### config.mk
export PLATFORM = sky130hd
export DESIGN_NAME = rpn_stack_calculator
export DESIGN_NICKNAME = d
export VERILOG_FILES = /design/src/rtl/rsc_pkg.sv /design/src/rtl/rpn_stack_calculator.sv /design/src/rtl/rsc_datapath.sv /design/src/rtl/rsc_ctrl.sv
export SDC_FILE = /design/constraint.sdc
export NUM_CORES = 2
export LEC_CHECK = 0
export BUFFER_PORTS_ARGS = -buffer_cell sky130_fd_sc_hd__buf_2
export CAP_MARGIN = 30
export CELL_PAD_IN_SITES_DETAIL_PLACEMENT = 0
export CELL_PAD_IN_SITES_GLOBAL_PLACEMENT = 1
export CORE_UTILIZATION = 55
export CTS_CLUSTER_DIAMETER = 200
export DETAILED_ROUTE_END_ITERATION = 10
export GPL_TIMING_DRIVEN = 0
export PLACE_DENSITY = 0.84
export REMOVE_ABC_BUFFERS = 1
export SETUP_SLACK_MARGIN = 0.05
export SYNTH_ARGS = -nofsm -noshare
export SYNTH_HDL_FRONTEND = slang
export SYNTH_HIERARCHICAL = 1
export SYNTH_SLANG_ARGS = --single-unit
### constraint.sdc
create_clock -name i_clk -period 13.1 [get_ports i_clk]
set_input_delay 1.965 -clock i_clk [delete_from_list [all_inputs] [get_ports i_clk]]
set_output_delay 1.965 -clock i_clk [all_outputs]
set_load 0.005 [all_outputs]
### src/rtl/rsc_pkg.sv
// types and constants shared by the rpn stack calculator modules
package rsc_pkg;

    localparam int DATA_W    = 32;
    localparam int CMD_W     = 4;
    localparam int STATUS_W  = 3;
    localparam int DIV_CNT_W = $clog2(DATA_W);

    typedef enum logic [CMD_W-1:0] {
        CMD_PUSH      = 4'd0,
        CMD_ADD       = 4'd1,
        CMD_SUB       = 4'd2,
        CMD_MUL       = 4'd3,
        CMD_DIV       = 4'd4,
        CMD_ABS       = 4'd5,
        CMD_NEG       = 4'd6,
        CMD_DUP       = 4'd7,
        CMD_CLEAR     = 4'd8,
        CMD_PRINT_TOP = 4'd9,
        CMD_PRINT_ALL = 4'd10
    } t_cmd_code;

    typedef enum logic [STATUS_W-1:0] {
        ST_OK            = 3'd0,
        ST_EMPTY         = 3'd1,
        ST_ALREADY_EMPTY = 3'd2,
        ST_TOO_FEW       = 3'd3,
        ST_DIV_ZERO      = 3'd4,
        ST_FULL          = 3'd5
    } t_status;

    // stack address sources
    typedef enum logic [2:0] {
        AS_CNT,
        AS_CNT_M1,
        AS_CNT_M2,
        AS_CNT_M3,
        AS_PTR
    } t_addr_sel;

    // stack write data sources
    typedef enum logic [2:0] {
        WD_OPND,
        WD_TOP,
        WD_NEG,
        WD_ABS,
        WD_RES
    } t_wd_sel;

    typedef enum logic [2:0] {
        CO_HOLD,
        CO_INC,
        CO_DEC1,
        CO_DEC2,
        CO_CLR
    } t_cnt_op;

    typedef enum logic [1:0] {
        RS_ADD,
        RS_SUB,
        RS_MUL,
        RS_DIVQ
    } t_res_sel;

    typedef enum logic {
        OS_TOP,
        OS_RD
    } t_out_src;

    // controller to datapath
    typedef struct packed {
        logic      in_ld;
        logic      rd_en;
        t_addr_sel rd_sel;
        logic      wr_en;
        t_addr_sel wr_sel;
        t_wd_sel   wd_sel;
        logic      top_ld;
        logic      top_from_rd;
        t_cnt_op   cnt_op;
        logic      ptr_ld;
        logic      ptr_dec;
        logic      res_ld;
        t_res_sel  res_sel;
        logic      div_start;
        logic      div_step;
        logic      out_ld;
        t_out_src  out_src;
        t_status   out_status;
        logic      out_last;
    } t_dp_ctl;

    // datapath to controller
    typedef struct packed {
        logic cnt_zero;
        logic cnt_lt2;
        logic cnt_lt3;
        logic cnt_full;
        logic s_zero;
        logic div_last;
        logic ptr_zero;
    } t_dp_sts;

endpackage

### src/rtl/rpn_stack_calculator.sv
// rpn stack calculator top level: command sequencer plus stack datapath
// requests: decode in the exec state, then the emit state loads the output register;
// add, sub and mul first pass an operand and a write-back state, and div also runs
// the 32-step one-bit-per-cycle divider; a new request is taken only back in idle
// print all alternates a stack read and an emit per value (single stack read port)
// synchronous active-low reset empties the stack; stored words are not cleared
module rpn_stack_calculator #(
    parameter int STACK_DEPTH = 64
) (
    input  logic                                i_clk,
    input  logic                                i_rst_n,
    // request side
    input  logic                                i_in_valid,
    output logic                                o_in_ready,
    input  logic [rsc_pkg::CMD_W-1:0]           i_command,
    input  logic signed [rsc_pkg::DATA_W-1:0]   i_operand,
    // result side
    output logic                                o_out_valid,
    input  logic                                i_out_ready,
    output logic signed [rsc_pkg::DATA_W-1:0]   o_value,
    output logic [rsc_pkg::STATUS_W-1:0]        o_status,
    output logic                                o_last
);
    import rsc_pkg::*;

    // command and status bundles between sequencer and datapath
    t_dp_ctl ctl;
    t_dp_sts sts;

    // sequencer: decodes the request, steps the divider and the print-all walk,
    // and holds the result valid flag so a finished result can wait while the
    // next request is taken
    rsc_ctrl u_ctrl (
        .i_clk       (i_clk),
        .i_rst_n     (i_rst_n),
        .i_in_valid  (i_in_valid),
        .o_in_ready  (o_in_ready),
        .i_command   (i_command),
        .o_out_valid (o_out_valid),
        .i_out_ready (i_out_ready),
        .i_sts       (sts),
        .o_ctl       (ctl)
    );

    // datapath: single-port-write, registered-read stack memory with the top
    // cached in a register, adder, 32x32 multiplier, radix-2 divider and the
    // result payload register
    rsc_datapath #(
        .STACK_DEPTH (STACK_DEPTH)
    ) u_dp (
        .i_clk     (i_clk),
        .i_rst_n   (i_rst_n),
        .i_operand (i_operand),
        .i_ctl     (ctl),
        .o_sts     (sts),
        .o_value   (o_value),
        .o_status  (o_status),
        .o_last    (o_last)
    );

endmodule

### src/rtl/rsc_datapath.sv
// stack memory, top register, alu and radix-2 divider of the calculator
module rsc_datapath #(
    parameter int STACK_DEPTH = 64,
    localparam int AW = $clog2(STACK_DEPTH),
    localparam int CW = $clog2(STACK_DEPTH + 1)
) (
    input  logic                                i_clk,
    input  logic                                i_rst_n,
    input  logic signed [rsc_pkg::DATA_W-1:0]   i_operand,
    input  rsc_pkg::t_dp_ctl                    i_ctl,
    output rsc_pkg::t_dp_sts                    o_sts,
    output logic signed [rsc_pkg::DATA_W-1:0]   o_value,
    output logic [rsc_pkg::STATUS_W-1:0]        o_status,
    output logic                                o_last
);
    import rsc_pkg::*;

    logic [DATA_W-1:0]    r_mem [STACK_DEPTH];
    logic [DATA_W-1:0]    r_rd;
    logic [DATA_W-1:0]    r_top;
    logic [DATA_W-1:0]    r_opnd;
    logic [DATA_W-1:0]    r_res;
    logic [DATA_W-1:0]    r_dvd;
    logic [DATA_W-1:0]    r_dvs;
    logic [DATA_W-1:0]    r_rem;
    logic                 r_qneg;
    logic [DIV_CNT_W-1:0] r_dcnt;
    logic [CW-1:0]        r_cnt;
    logic [CW-1:0]        n_cnt;
    logic [AW-1:0]        r_ptr;
    logic [DATA_W-1:0]    r_out_value;
    logic [STATUS_W-1:0]  r_out_status;
    logic                 r_out_last;

    logic [CW-1:0]        cnt_m1;
    logic [CW-1:0]        cnt_m2;
    logic [CW-1:0]        cnt_m3;
    logic [AW-1:0]        rd_addr;
    logic [AW-1:0]        wr_addr;
    logic [DATA_W-1:0]    wdata;
    logic [DATA_W-1:0]    top_neg;
    logic [DATA_W-1:0]    top_or_zero;
    logic [DATA_W:0]      rem_sh;
    logic [DATA_W:0]      rem_diff;

    assign cnt_m1 = r_cnt - CW'(1);
    assign cnt_m2 = r_cnt - CW'(2);
    assign cnt_m3 = r_cnt - CW'(3);

    function automatic logic [AW-1:0] pick_addr(
        input t_addr_sel sel,
        input logic [CW-1:0] cnt,
        input logic [CW-1:0] m1,
        input logic [CW-1:0] m2,
        input logic [CW-1:0] m3,
        input logic [AW-1:0] ptr
    );
        logic [AW-1:0] a;
        unique case (sel)
            AS_CNT:    a = cnt[AW-1:0];
            AS_CNT_M1: a = m1[AW-1:0];
            AS_CNT_M2: a = m2[AW-1:0];
            AS_CNT_M3: a = m3[AW-1:0];
            AS_PTR:    a = ptr;
            default:   a = ptr;
        endcase
        return a;
    endfunction

    assign rd_addr = pick_addr(i_ctl.rd_sel, r_cnt, cnt_m1, cnt_m2, cnt_m3, r_ptr);
    assign wr_addr = pick_addr(i_ctl.wr_sel, r_cnt, cnt_m1, cnt_m2, cnt_m3, r_ptr);

    assign top_neg     = DATA_W'(0) - r_top;
    assign top_or_zero = (r_cnt == '0) ? '0 : r_top;

    always_comb begin
        case (i_ctl.wd_sel)
            WD_OPND: wdata = r_opnd;
            WD_TOP:  wdata = r_top;
            WD_NEG:  wdata = top_neg;
            WD_ABS:  wdata = r_top[DATA_W-1] ? top_neg : r_top;
            default: wdata = r_res;
        endcase
    end

    // one restoring step per cycle, quotient bits shift in behind the dividend
    assign rem_sh   = {r_rem, r_dvd[DATA_W-1]};
    assign rem_diff = rem_sh - {1'b0, r_dvs};

    always_comb begin
        case (i_ctl.cnt_op)
            CO_INC:  n_cnt = r_cnt + CW'(1);
            CO_DEC1: n_cnt = cnt_m1;
            CO_DEC2: n_cnt = cnt_m2;
            CO_CLR:  n_cnt = '0;
            default: n_cnt = r_cnt;
        endcase
    end

    always_ff @(posedge i_clk) begin
        if (i_ctl.wr_en) begin
            r_mem[wr_addr] <= wdata;
        end
        if (i_ctl.rd_en) begin
            r_rd <= r_mem[rd_addr];
        end
    end

    always_ff @(posedge i_clk) begin
        if (!i_rst_n) begin
            r_cnt  <= '0;
            r_dcnt <= '0;
        end else begin
            r_cnt <= n_cnt;
            if (i_ctl.div_start) begin
                r_dcnt <= '0;
            end else if (i_ctl.div_step) begin
                r_dcnt <= r_dcnt + DIV_CNT_W'(1);
            end
        end
    end

    always_ff @(posedge i_clk) begin
        if (i_ctl.in_ld) begin
            r_opnd <= i_operand;
        end
        if (i_ctl.top_ld) begin
            r_top <= wdata;
        end else if (i_ctl.top_from_rd) begin
            r_top <= r_rd;
        end
        if (i_ctl.ptr_ld) begin
            r_ptr <= cnt_m1[AW-1:0];
        end else if (i_ctl.ptr_dec) begin
            r_ptr <= r_ptr - AW'(1);
        end
        if (i_ctl.res_ld) begin
            case (i_ctl.res_sel)
                RS_ADD:  r_res <= r_top + r_rd;
                RS_SUB:  r_res <= r_top - r_rd;
                RS_MUL:  r_res <= DATA_W'(r_top * r_rd);
                default: r_res <= r_qneg ? DATA_W'(0) - r_dvd : r_dvd;
            endcase
        end
        if (i_ctl.div_start) begin
            r_dvd  <= r_top[DATA_W-1] ? top_neg : r_top;
            r_dvs  <= r_rd[DATA_W-1] ? DATA_W'(0) - r_rd : r_rd;
            r_rem  <= '0;
            r_qneg <= r_top[DATA_W-1] ^ r_rd[DATA_W-1];
        end else if (i_ctl.div_step) begin
            if (!rem_diff[DATA_W]) begin
                r_rem <= rem_diff[DATA_W-1:0];
                r_dvd <= {r_dvd[DATA_W-2:0], 1'b1};
            end else begin
                r_rem <= rem_sh[DATA_W-1:0];
                r_dvd <= {r_dvd[DATA_W-2:0], 1'b0};
            end
        end
        if (i_ctl.out_ld) begin
            r_out_value  <= (i_ctl.out_src == OS_RD) ? r_rd : top_or_zero;
            r_out_status <= i_ctl.out_status;
            r_out_last   <= i_ctl.out_last;
        end
    end

    assign o_sts.cnt_zero = (r_cnt == '0);
    assign o_sts.cnt_lt2  = (r_cnt < CW'(2));
    assign o_sts.cnt_lt3  = (r_cnt < CW'(3));
    assign o_sts.cnt_full = (r_cnt == CW'(STACK_DEPTH));
    assign o_sts.s_zero   = (r_rd == '0);
    assign o_sts.div_last = &r_dcnt;
    assign o_sts.ptr_zero = (r_ptr == '0);

    assign o_value  = r_out_value;
    assign o_status = r_out_status;
    assign o_last   = r_out_last;

endmodule

### src/rtl/rsc_ctrl.sv
// command sequencer of the calculator
module rsc_ctrl (
    input  logic                          i_clk,
    input  logic                          i_rst_n,
    input  logic                          i_in_valid,
    output logic                          o_in_ready,
    input  logic [rsc_pkg::CMD_W-1:0]     i_command,
    output logic                          o_out_valid,
    input  logic                          i_out_ready,
    input  rsc_pkg::t_dp_sts              i_sts,
    output rsc_pkg::t_dp_ctl              o_ctl
);
    import rsc_pkg::*;

    typedef enum logic [3:0] {
        S_IDLE,
        S_EXEC,
        S_OPER,
        S_DIV,
        S_DIVQ,
        S_WB,
        S_RDTOP,
        S_EMIT,
        S_PRD,
        S_PEMIT
    } t_state;

    t_state           r_state;
    t_state           n_state;
    logic [CMD_W-1:0] r_cmd;
    t_status          r_st;
    t_status          n_st;
    logic             r_out_valid;
    logic             accept;
    logic             out_free;

    assign o_in_ready = (r_state == S_IDLE);
    assign accept     = i_in_valid && o_in_ready;
    assign out_free   = !r_out_valid || i_out_ready;

    always_comb begin
        n_state = r_state;
        n_st    = r_st;
        o_ctl   = '0;
        unique case (r_state)
            S_IDLE: begin
                if (i_in_valid) begin
                    o_ctl.in_ld = 1'b1;
                    n_state     = S_EXEC;
                end
            end
            S_EXEC: begin
                n_state = S_EMIT;
                n_st    = ST_OK;
                unique case (r_cmd) inside
                    CMD_PUSH: begin
                        if (i_sts.cnt_full) begin
                            n_st = ST_FULL;
                        end else begin
                            o_ctl.wr_en  = 1'b1;
                            o_ctl.wr_sel = AS_CNT;
                            o_ctl.wd_sel = WD_OPND;
                            o_ctl.top_ld = 1'b1;
                            o_ctl.cnt_op = CO_INC;
                        end
                    end
                    CMD_ADD, CMD_SUB, CMD_MUL, CMD_DIV: begin
                        if (i_sts.cnt_lt2) begin
                            n_st = ST_TOO_FEW;
                        end else begin
                            o_ctl.rd_en  = 1'b1;
                            o_ctl.rd_sel = AS_CNT_M2;
                            n_state      = S_OPER;
                        end
                    end
                    CMD_ABS, CMD_NEG: begin
                        if (i_sts.cnt_zero) begin
                            n_st = ST_EMPTY;
                        end else begin
                            o_ctl.wr_en  = 1'b1;
                            o_ctl.wr_sel = AS_CNT_M1;
                            o_ctl.wd_sel = (r_cmd == CMD_NEG) ? WD_NEG : WD_ABS;
                            o_ctl.top_ld = 1'b1;
                        end
                    end
                    CMD_DUP: begin
                        if (i_sts.cnt_zero) begin
                            n_st = ST_EMPTY;
                        end else if (i_sts.cnt_full) begin
                            n_st = ST_FULL;
                        end else begin
                            o_ctl.wr_en  = 1'b1;
                            o_ctl.wr_sel = AS_CNT;
                            o_ctl.wd_sel = WD_TOP;
                            o_ctl.cnt_op = CO_INC;
                        end
                    end
                    CMD_CLEAR: begin
                        if (i_sts.cnt_zero) begin
                            n_st = ST_ALREADY_EMPTY;
                        end else begin
                            o_ctl.cnt_op = CO_CLR;
                        end
                    end
                    CMD_PRINT_TOP: begin
                        if (i_sts.cnt_zero) begin
                            n_st = ST_EMPTY;
                        end
                    end
                    CMD_PRINT_ALL: begin
                        if (i_sts.cnt_zero) begin
                            n_st = ST_EMPTY;
                        end else begin
                            o_ctl.ptr_ld = 1'b1;
                            n_state      = S_PRD;
                        end
                    end
                    default: begin
                        n_st = ST_OK;
                    end
                endcase
            end
            S_OPER: begin
                unique case (r_cmd) inside
                    CMD_DIV: begin
                        if (i_sts.s_zero) begin
                            o_ctl.cnt_op = CO_DEC2;
                            n_st         = ST_DIV_ZERO;
                            if (i_sts.cnt_lt3) begin
                                n_state = S_EMIT;
                            end else begin
                                o_ctl.rd_en  = 1'b1;
                                o_ctl.rd_sel = AS_CNT_M3;
                                n_state      = S_RDTOP;
                            end
                        end else begin
                            o_ctl.div_start = 1'b1;
                            n_state         = S_DIV;
                        end
                    end
                    CMD_MUL: begin
                        o_ctl.res_ld  = 1'b1;
                        o_ctl.res_sel = RS_MUL;
                        n_state       = S_WB;
                    end
                    CMD_SUB: begin
                        o_ctl.res_ld  = 1'b1;
                        o_ctl.res_sel = RS_SUB;
                        n_state       = S_WB;
                    end
                    default: begin
                        o_ctl.res_ld  = 1'b1;
                        o_ctl.res_sel = RS_ADD;
                        n_state       = S_WB;
                    end
                endcase
            end
            S_DIV: begin
                o_ctl.div_step = 1'b1;
                if (i_sts.div_last) begin
                    n_state = S_DIVQ;
                end
            end
            S_DIVQ: begin
                o_ctl.res_ld  = 1'b1;
                o_ctl.res_sel = RS_DIVQ;
                n_state       = S_WB;
            end
            S_WB: begin
                o_ctl.wr_en  = 1'b1;
                o_ctl.wr_sel = AS_CNT_M2;
                o_ctl.wd_sel = WD_RES;
                o_ctl.top_ld = 1'b1;
                o_ctl.cnt_op = CO_DEC1;
                n_st         = ST_OK;
                n_state      = S_EMIT;
            end
            S_RDTOP: begin
                o_ctl.top_from_rd = 1'b1;
                n_state           = S_EMIT;
            end
            S_EMIT: begin
                if (out_free) begin
                    o_ctl.out_ld     = 1'b1;
                    o_ctl.out_src    = OS_TOP;
                    o_ctl.out_status = r_st;
                    o_ctl.out_last   = 1'b1;
                    n_state          = S_IDLE;
                end
            end
            S_PRD: begin
                o_ctl.rd_en  = 1'b1;
                o_ctl.rd_sel = AS_PTR;
                n_state      = S_PEMIT;
            end
            S_PEMIT: begin
                if (out_free) begin
                    o_ctl.out_ld     = 1'b1;
                    o_ctl.out_src    = OS_RD;
                    o_ctl.out_status = ST_OK;
                    o_ctl.out_last   = i_sts.ptr_zero;
                    if (i_sts.ptr_zero) begin
                        n_state = S_IDLE;
                    end else begin
                        o_ctl.ptr_dec = 1'b1;
                        n_state       = S_PRD;
                    end
                end
            end
            default: begin
                n_state = S_IDLE;
            end
        endcase
    end

    always_ff @(posedge i_clk) begin
        if (!i_rst_n) begin
            r_state     <= S_IDLE;
            r_out_valid <= 1'b0;
        end else begin
            r_state <= n_state;
            r_st    <= n_st;
            if (accept) begin
                r_cmd <= i_command;
            end
            if (o_ctl.out_ld) begin
                r_out_valid <= 1'b1;
            end else if (i_out_ready) begin
                r_out_valid <= 1'b0;
            end
        end
    end

    assign o_out_valid = r_out_valid;

endmodule

==> impl_metrics.json <==
{
  "status": "finished, final reports clean",
  "slew_violations": 0,
  "vias_per_cell": 6.47,
  "drc": 0,
  "clock-sinks": 2339,
  "final_common_cell": "edfxtp_1",
  "worstMarginPinSlew_ps": 1120,
  "grt_max_degree": 55,
  "globalplace.congestion": 0.897,
  "portBuffers": 77,
  "synthArstFlopShare": 0,
  "setup_tns_ps": 0,
  "synth_cell_types": 96,
  "cp-endpoint": "u_dp/r_rd[25]",
  "hold_class": "reg -> reg",
  "cts_tree": "built",
  "die_w_um": 459,
  "synth_cells": 7457,
  "core_area_um2": 207000,
  "area_growth_pct": 15.3,
  "crit_start": "u_dp/r_rd[0]",
  "avgSynthCellArea_um2": 15.4,
  "via_count": 68528,
  "finalClockSkew_ps": 61.5,
  "worstPathRequired_ps": 13610,
  "cts_buffer_depth": 3,
  "period_minus_slack_ps": 10180,
  "drv_cap": 0,
  "nFillCells": 14013,
  "arrival_ps": 10690,
  "gr-usage-all-layers": 0.309,
  "timing.slew.headroom": 0.251,
  "grt_pass1_wl_um": 470000,
  "cp_max_fo": 22,
  "yosys.area.top_type_share": 0.599,
  "rows": 167,
  "reg2reg_from": "u_dp/r_rd[0]",
  "ys_ff_latch": 2339,
  "cts_max_level": 4,
  "overflow": 0,
  "cts_made_buffers": 226,
  "die_y_um": 459,
  "finalSetupViolCount": 0,
  "period_share": 0.777,
  "end_kind": "register",
  "drt_pass1_iterations": 6,
  "hold_buffers": 0,
  "rr_worst_depth": 27,
  "netlist_area_um2": 115000,
  "final_cell_mix": "2,290 x edfxtp_1, 523 x nand2_1, 512 x mux4_2, 462 x inv_1, 410 x fa_1",
  "wl_um": 325000,
  "grt_antenna_before_repair": 14,
  "cts_resized": 0,
  "layout-drive-gt1-share": 0.183,
  "critPathKind": "reg -> reg",
  "yosysTopAreaCell": "edfxtp_1",
  "ys_warn_count": 6,
  "antenna_left": 0,
  "rsz0062_at_grt": "false",
  "clk_latency_ps": 890,
  "first_global_vias": 70003,
  "rrSetupSlack_ps": 2920,
  "nNetsFinal": 8263,
  "start_kind": "register",
  "path_clk_slew_ps": 70,
  "r2r-end": "u_dp/r_rd[25]",
  "hold_viol_final": 0,
  "synthTopCellsByArea": "edfxtp_1 60%, mux4_2 10%, fa_1 7.2%",
  "hpwlAfterDp_um": 214000,
  "fmax_ghz": 0.0982,
  "drtIter0Drc": 8178,
  "die_area_um2": 210000,
  "wl_per_cell_um": 30.7,
  "postCtsSetupBuffers": 0,
  "yosysSeqAreaShare": 0.608,
  "cts_root_buf": "clkbuf_16",
  "ios": 78,
  "start_util": 0.554,
  "synthFlopType": "edfxtp_1",
  "synth-edff-count": 2290
}
-- area by class of cell --
type / count / area (um^2) / share of cell area
repair buffers: 384 / 7250 / 0.0548
multi-input cells: 4196 / 42400 / 0.320
well taps: 2788 / 3490 / 0.0264
clock buffers: 278 / 5930 / 0.0449
diodes: 3 / 7.51 / 0.0000568
clock inverters: 143 / 1700 / 0.0129
flip-flops and latches: 2339 / 69700 / 0.527
inverters: 464 / 1740 / 0.0132
-- how the worst min path moves through the flow --
stage	from	to	depth (start not counted)
global placement	u_dp/r_rem[29]	u_dp/r_rem[29]	2
finish	u_dp/r_rem[22]	u_dp/r_rem[22]	2
global route	u_dp/r_dcnt[4]	u_dp/r_dcnt[4]	2
floorplan	u_dp/r_rem[29]	u_dp/r_rem[29]	2
CTS	u_dp/r_rem[1]	u_dp/r_rem[1]	2
detailed placement	u_dp/r_rem[29]	u_dp/r_rem[29]	2
-- synthesized netlist by cell type, drive strengths merged (44+ instances only) --
cell type	instances
fa	410
a21o	44
clkbuf	337
a211oi	177
nor3	53
buf	121
dfxtp	49
a21oi	294
ha	202
nor2b	172
xnor2	153
nor2	272
inv	463
and2	320
mux2i	273
nand2	525
edfxtp	2290
xor2	121
o21ai	205
mux4	512
-- registers in the layout, summed over array words and instances, names as in the netlist, 7 cells and up --
signal and count:
u_dp/r_mem 2048, u_dp/r_dvd 32, u_dp/r_res 32, u_dp/r_top 32, u_dp/r_dvs 32, u_dp/r_opnd 32, u_dp/r_cnt 7, u_dp/r_rem 32
u_dp/r_rd 32, u_dp/o_value 32
-- critical path, stage by stage, from the launching register on --
cell and delay (ps):
edfxtp_1 650, buf_8 270, inv_1 130, ha_1 360, or3b_4 450, or3_4 350
or3_4 410, or2_4 330, nand2b_4 220, nor2_4 130, nand3_1 260, nor3b_2 870
nand3_1 340, nor2_1 740, nor2_1 120, a21oi_1 170, xor2_1 110, mux2i_4 850
buf_16 260, buf_16 190, buf_12 210, buf_12 210, mux4_2 310, nor2b_1 140
a211oi_1 210, a21oi_1 140, mux2i_1 830, mux2i_1 440
-- routing by layer --
| layer | track usage | wire length (um) | up-vias |
|---|---|---|---|
| met5 | 0 | 47 | - |
| met4 | 0.180 | 21400 | 6 |
| met3 | 0.0508 | 29100 | 876 |
| met2 | 0.507 | 159000 | 4228 |
| met1 | 0.391 | 116000 | 35307 |
| li1 | - | - | 28111 |
-- metrics by stage --
| step | hold WS (ps) | instance area, um^2 | cells | util | worst slack (ps) |
|---|---|---|---|---|---|
| after floorplan | 459 | 113000 | 6999 | - | -59650 |
| after global placement | 481 | 117000 | 9864 | 0.564 | -94000 |
| after detailed placement | 491 | 124000 | 10162 | 0.600 | 3170 |
| after CTS | 500 | 132000 | 10583 | 0.637 | 3120 |
| after global routing | 520 | 132000 | 10593 | 0.638 | 2800 |
| final | 501 | 132000 | 10595 | 0.638 | 2920 |
-- logic make-up (layout without fill, tap and decap cells) --
kind of cell | count (synthesis) | after routing | synth area share
buffers and inverters | 922 | 1269 | 0.0308
DFF | 2339 | 2339 | 0.608
other | 1 | 4 | 0.0000327
and+or+nand+nor | 1547 | 1547 | 0.0673
muxes | 824 | 824 | 0.128
AOI/OAI and AO/OA | 937 | 937 | 0.0513
xor gates and xnor gates | 274 | 274 | 0.0209
adders and majority gates | 613 | 613 | 0.0937
Power is not shown: default switching activity piles up to over one toggle a cycle in this logic, so the estimate is an artifact.
